[src/rtl/swt_pkg.sv]
// Shared constants and types of the spike window trigger.
`default_nettype none
package swt_pkg;
    localparam int DEPTH      = 16;
    localparam int UNIT_COUNT = 192;
    localparam int PTR_W      = $clog2(DEPTH);
    localparam int OCC_W      = $clog2(DEPTH + 1);

    localparam logic [1:0] REQ_SYL  = 2'd0;
    localparam logic [1:0] REQ_SPK  = 2'd1;
    localparam logic [1:0] REQ_TICK = 2'd2;
    localparam logic [1:0] REQ_NONE = 2'd3;

    localparam logic [1:0] KIND_RAISE = 2'd0;
    localparam logic [1:0] KIND_LOWER = 2'd1;
    localparam logic [1:0] KIND_CLOSE = 2'd2;
    localparam logic [1:0] KIND_DROP  = 2'd3;

    localparam logic [2:0] CFG_WSTART = 3'd0;
    localparam logic [2:0] CFG_WEND   = 3'd1;
    localparam logic [2:0] CFG_THR    = 3'd2;
    localparam logic [2:0] CFG_EXP    = 3'd3;
    localparam logic [2:0] CFG_PULSE  = 3'd4;
    localparam logic [2:0] CFG_MLO    = 3'd5;
    localparam logic [2:0] CFG_MMID   = 3'd6;
    localparam logic [2:0] CFG_MHI    = 3'd7;

    typedef struct packed {
        logic signed [47:0] time_us;
        logic [15:0]        code;
        logic [47:0]        sample;
        logic [7:0]         count;
        logic               fired;
        logic [31:0]        arrival;
    } t_entry;

    // Per-cell controls from the sequencer.
    typedef struct packed {
        logic               load;    // write the chain entry
        logic               shift;   // pop head: every cell but the last takes its neighbor
        logic               spike;   // evaluate a spike
        logic signed [47:0] spike_t;
        logic signed [31:0] wstart;
        logic signed [31:0] wend;
        logic [7:0]         thr;
        logic               clr;     // clear pending-report flags
    } t_cell_ctl;
endpackage
`default_nettype wire

[src/rtl/swt_cell.sv]
// One trial slot of the store chain: window compare, count and shift.
`default_nettype none
module swt_cell (
    input  wire logic               i_clk,
    input  wire swt_pkg::t_cell_ctl i_ctl,
    input  wire logic               i_valid,     // cell lies within occupancy
    input  wire logic               i_sel_load,  // this cell is the tail
    input  wire swt_pkg::t_entry    i_load,
    input  wire swt_pkg::t_entry    i_nbr,       // entry of next younger cell
    input  wire logic               i_nbr_rep,
    input  wire logic               i_ack,       // report taken for this cell
    output swt_pkg::t_entry         o_entry,
    output logic                    o_rep
);
    swt_pkg::t_entry r_e, n_e;
    logic            r_rep, n_rep;
    logic signed [48:0] w_dt;
    logic               w_hit;
    logic [7:0]         w_cnt;

    // Window check and saturating count.
    always_comb begin
        w_dt  = {i_ctl.spike_t[47], i_ctl.spike_t} - {r_e.time_us[47], r_e.time_us};
        w_hit = i_valid && !r_e.fired &&
                (w_dt >= 49'(i_ctl.wstart)) && (w_dt <= 49'(i_ctl.wend));
        w_cnt = (r_e.count == 8'hFF) ? r_e.count : r_e.count + 8'd1;
    end

    // Select load, shift or update.
    always_comb begin
        n_e   = r_e;
        n_rep = r_rep && !i_ack && !i_ctl.clr;
        if (i_ctl.load && i_sel_load) begin
            n_e   = i_load;
            n_rep = 1'b0;
        end else if (i_ctl.shift) begin
            n_e   = i_nbr;
            n_rep = i_nbr_rep;
        end else if (i_ctl.spike && w_hit) begin
            n_e.count = w_cnt;
            if (w_cnt >= i_ctl.thr) begin
                n_e.fired = 1'b1;
                n_rep     = 1'b1;
            end
        end
    end

    always_ff @(posedge i_clk) begin
        r_e   <= n_e;
        r_rep <= n_rep;
    end

    assign o_entry = r_e;
    assign o_rep   = r_rep;
endmodule
`default_nettype wire

[config.mk]
export PLATFORM = sky130hd
export DESIGN_NAME = swt_cell
export DESIGN_NICKNAME = d
export VERILOG_FILES = /design/src/rtl/swt_pkg.sv /design/src/rtl/swt_cell.sv
export SDC_FILE = /design/constraint.sdc
export NUM_CORES = 1
export LEC_CHECK = 0
export BUFFER_PORTS_ARGS = -buffer_cell sky130_fd_sc_hd__buf_2
export CORE_AREA = 2 2 227 229
export DETAILED_ROUTE_END_ITERATION = 8
export DIE_AREA = 0 0 229 231
export PLACE_DENSITY = 0.56
export SLEW_MARGIN = 25
export SYNTH_ARGS = -nofsm -noshare
export SYNTH_HDL_FRONTEND = slang
export SYNTH_SLANG_ARGS = --single-unit
export TNS_END_PERCENT = 5
[constraint.sdc]
create_clock -name i_clk -period 13.6 [get_ports i_clk]
set_clock_uncertainty 0.15 [all_clocks]
set_input_delay 2.72 -clock i_clk [delete_from_list [all_inputs] [get_ports i_clk]]
set_output_delay 2.72 -clock i_clk [all_outputs]
set_load 0.02 [all_outputs]
==> run_summary.xml <==
<?xml version="1.0" encoding="UTF-8"?>
<metrics>
  <group name="cells_and_area">
    <metric name="fraction_of_final_layout_cells_sized_beyond_drive_strength_1" unit="">0.445</metric>
    <metric name="final_util" unit="">0.327</metric>
    <metric name="finalNetCount" unit="">2350</metric>
    <metric name="flow.area_growth_from_synthesis" unit="%">34.7</metric>
  </group>
  <group name="sta">
    <metric name="slew_viol_final" unit="">0</metric>
    <metric name="final_period_demand_of_the_worst_path" unit="ps">8070</metric>
    <metric name="grt_setup_unrepaired" unit="">no</metric>
    <metric name="fin_setup_tns" unit="ps">0</metric>
    <metric name="post_route_clock_period_utilization" unit="">0.593</metric>
    <metric name="worst_slew_pin_slew" unit="ps">924</metric>
    <metric name="final-hold-violation-count" unit="">0</metric>
    <metric name="fmax" unit="MHz">124</metric>
    <metric name="setup_viol" unit="">0</metric>
    <metric name="worst_slew_margin_rel" unit="">0.384</metric>
  </group>
  <group name="power_and_ir_drop">
    <metric name="power-per-cell-area" unit="mW/mm^2">116</metric>
    <metric name="worst_ir_drop_vdd" unit="uV">81.0</metric>
    <metric name="power_leakage" unit="nW">8.10</metric>
  </group>
  <group name="run">
    <metric name="timing.max_cap.violations" unit="">0</metric>
  </group>
  <group name="cts">
    <metric name="cts_hold_repair_buffers" unit="">0</metric>
    <metric name="cts.clk_slew.worst_paths" unit="ps">60</metric>
    <metric name="cts_max_level" unit="">4</metric>
    <metric name="cts.root.buffer_cell" unit="">clkbuf_16</metric>
    <metric name="tritoncts.num_buffers" unit="">17</metric>
    <metric name="cts_setup_buffers" unit="">0</metric>
    <metric name="cts.repair.resized" unit="">0</metric>
    <metric name="tritoncts_sinks" unit="">154</metric>
    <metric name="clkLatencyLatePin" unit="ps">440</metric>
    <metric name="clock_path_buffers" unit="">2</metric>
    <metric name="clock_tree_from_tritoncts" unit="">built</metric>
  </group>
  <group name="global_route">
    <metric name="grt_pass1_vias" unit="">11900</metric>
    <metric name="grt_antenna_before_repair" unit="">3</metric>
    <metric name="grt-ovfl-total" unit="">0</metric>
    <metric name="track_usage" unit="">0.184</metric>
    <metric name="grt_start_max_net_pins" unit="">76</metric>
    <metric name="grt_pass1_wl" unit="mm">72.2</metric>
  </group>
  <group name="yosys">
    <metric name="synth-seq-cells" unit="">154</metric>
    <metric name="avgSynthCellArea" unit="sq um">10.4</metric>
    <metric name="yosys.cell_types.count" unit="">70</metric>
    <metric name="ys_warn_count" unit="">0</metric>
    <metric name="synth_enable_flop_cells" unit="">153</metric>
    <metric name="synth_top_flop_cell" unit="">edfxtp_1</metric>
    <metric name="gate_count_of_the_mapped_netlist" unit="">1185</metric>
    <metric name="synth-async-reset-ratio" unit="">0</metric>
    <metric name="syn_nets" unit="">1776</metric>
    <metric name="ys_seq_area_frac" unit="">0.376</metric>
    <metric name="synthesis.area" unit="sq mm">0.0123</metric>
  </group>
  <group name="hold_path">
    <metric name="hold_path_end" unit="">o_rep$_SDFF_PP0_</metric>
    <metric name="timing.hold.worst_path_depth" unit="">2</metric>
    <metric name="timing.hold.worst.start" unit="">o_rep$_SDFF_PP0_</metric>
    <metric name="min_path_type" unit="">reg2reg</metric>
  </group>
  <group name="worst_setup_path">
    <metric name="worst_setup_sp_type" unit="">input pin</metric>
    <metric name="regToRegStartpoint" unit="">o_entry[120]$_DFFE_PN_</metric>
    <metric name="setup.worst_path.class" unit="">in2reg</metric>
    <metric name="cp_data_arrival_time" unit="ps">8020</metric>
    <metric name="r2r_setup_slack" unit="ps">7470</metric>
    <metric name="worst_r2r_endpoint" unit="">o_entry[40]$_DFFE_PP_</metric>
    <metric name="critical_path_peak_fanout" unit="">8</metric>
    <metric name="cp.required" unit="ps">13540</metric>
    <metric name="worstSetupEndpointType" unit="">flip-flop</metric>
    <metric name="worst_reg2reg_path_length_in_cells" unit="">20</metric>
  </group>
  <group name="die">
    <metric name="core_region_area" unit="sq mm">0.0507</metric>
    <metric name="ios" unit="">589</metric>
    <metric name="number_of_rows_in_the_core_area" unit="">83</metric>
    <metric name="floorplan.initialDensity" unit="">0.242</metric>
    <metric name="die_w" unit="um">229</metric>
    <metric name="die_area" unit="sq mm">0.0529</metric>
    <metric name="die-height" unit="um">231</metric>
  </group>
  <group name="drt">
    <metric name="finalWirelength" unit="mm">50.1</metric>
    <metric name="drt-initial-drc-count" unit="">607</metric>
    <metric name="num_vias" unit="">11400</metric>
    <metric name="route.detailed.drc" unit="">0</metric>
    <metric name="wl_per_cell" unit="um">20.4</metric>
    <metric name="antenna_left" unit="">0</metric>
    <metric name="detail_route.vias_per_cell" unit="">4.63</metric>
    <metric name="drt-pass1-iter-count" unit="">5</metric>
  </group>
  <group name="place">
    <metric name="io_buffers" unit="">588</metric>
    <metric name="globalplace.congestion" unit="">0.955</metric>
    <metric name="hpwl" unit="mm">43.5</metric>
  </group>
  <group name="run_status">
    <metric name="outcome" unit="">complete, no violations</metric>
  </group>
</metrics>
[state kept, by name, summed over array words and instances, names as in the netlist]
signal,cells
o_entry,153
o_rep,1
[kinds of logic after synthesis]
| group | Yosys count | share of synthesized area |
|---|---|---|
| AND/OR/NAND/NOR | 244 | 0.101 |
| buffers and inverters | 177 | 0.0562 |
| flip-flops | 154 | 0.376 |
| adder cells (fa/ha/maj) | 156 | 0.159 |
| multiplexers | 153 | 0.140 |
| XOR/XNOR | 42 | 0.0299 |
| AO/OA/AOI/OAI | 259 | 0.138 |
[synthesized netlist by cell type (8+ instances only)]
| cell | count | area, sq um |
|---|---|---|
| a21o_1 | 54 | 405 |
| nor2b_1 | 14 | 87.6 |
| nand3_1 | 30 | 150 |
| inv_1 | 140 | 526 |
| a21oi_1 | 92 | 460 |
| edfxtp_1 | 153 | 4590 |
| clkbuf_1 | 28 | 105 |
| nand4_1 | 35 | 219 |
| xor2_1 | 16 | 140 |
| o21ai_0 | 38 | 190 |
| o21bai_1 | 13 | 97.6 |
| nor3_1 | 17 | 85.1 |
| nor2_1 | 59 | 221 |
| a31oi_1 | 8 | 50.1 |
| xnor2_1 | 26 | 228 |
| ha_1 | 155 | 1940 |
| nand2b_1 | 10 | 62.6 |
| nand2_1 | 45 | 169 |
| mux2_2 | 146 | 1640 |
[report_power, final]
group	total [mW]	switching, mW	internal [mW]
Clock	0.483	0.223	0.260
Combinational	0.825	0.491	0.333
Sequential	0.617	0.0293	0.588
Total	1.93	0.744	1.18
[how the worst max path moves through the flow]
stage | start | endpoint | slack (ps)
3_3_place_gp | i_ctl[74] | o_entry[38]$_DFFE_PP_ | 5020
4_1_cts | i_ctl[74] | o_entry[40]$_DFFE_PP_ | 5500
6_report | i_ctl[74] | o_entry[40]$_DFFE_PP_ | 5530
2_1_floorplan | i_ctl[73] | o_entry[33]$_DFFE_PP_ | 6600
3_5_place_dp | i_ctl[74] | o_entry[37]$_DFFE_PP_ | 5050
5_1_grt | i_ctl[74] | o_entry[40]$_DFFE_PP_ | 5110
[per-layer routing]
metal	GRT usage	vias to the layer above	wire, um	share of wire
met4	0.0702	0	1700	0.034
li1	-	5520	-	-
met1	0.231	5363	21700	0.43
met3	0.0367	60	2870	0.057
met2	0.311	430	23800	0.48
met5	0	-	0	0
[stage by stage]
stage               instances  cell area [sq um]  setup WS [ps]  hold slack (ps)  power [mW]
floorplan                1185              12300           6600              454        1.15
global placement         2420              16000           5020              423        1.44
detailed placement       2420              16000           5050              429        1.45
CTS                      2452              16500           5500              446        1.94
global route             2454              16500           5110              480        2.05
finish                   2454              16500           5530              438        1.93
[area by class of cell]
type                       count  area, sq um
timing repair buffer         591         2970
multi-input combinational    854         6990
sequential                   154         4610
fill                        5316        34100
inverter                     141          534
tap                          680          851
clock buffer                  17          425
antenna                        2         5.00
clock inverter                15          165
[cell usage in the layout (no fill, tap or decap), types with 5 or more instances in the layout]
cell       synthesis  final
a211oi_1           5      5
a21o_1            54     54
a21oi_1           92     92
a31oi_1            8      8
and2_1             5      5
and3_1             7      7
buf_2              3    588
clkbuf_16          0     17
edfxtp_1         153    153
ha_1             155    155
inv_1            140    139
mux2_2           146    146
mux2i_1            7      7
nand2_1           45     44
nand2b_1          10     10
nand3_1           30     30
nand4_1           35     35
nor2_1            59     59
nor2b_1           14     14
nor3_1            17     17
o211ai_1           5      5
o21a_1             6      6
o21ai_0           38     38
o21bai_1          13     13
xnor2_1           26     26
xor2_1            16     16
[worst max-delay path, cell delays in order]
cell and delay (ps):
buf_2 120, ha_1 260, nor2b_1 190, o2111ai_1 160, a31o_2 300, a211oi_1 430
o21bai_1 150, a21oi_1 330, o21ai_0 250, and2_1 250, a211oi_1 520, ha_1 230
and3_1 300, nand2_1 80, nor3_1 300, nand4_1 230, a21o_1 220, a32oi_1 480
nand3b_1 170, nand2_1 320
(Power assumes the default switching activity.)
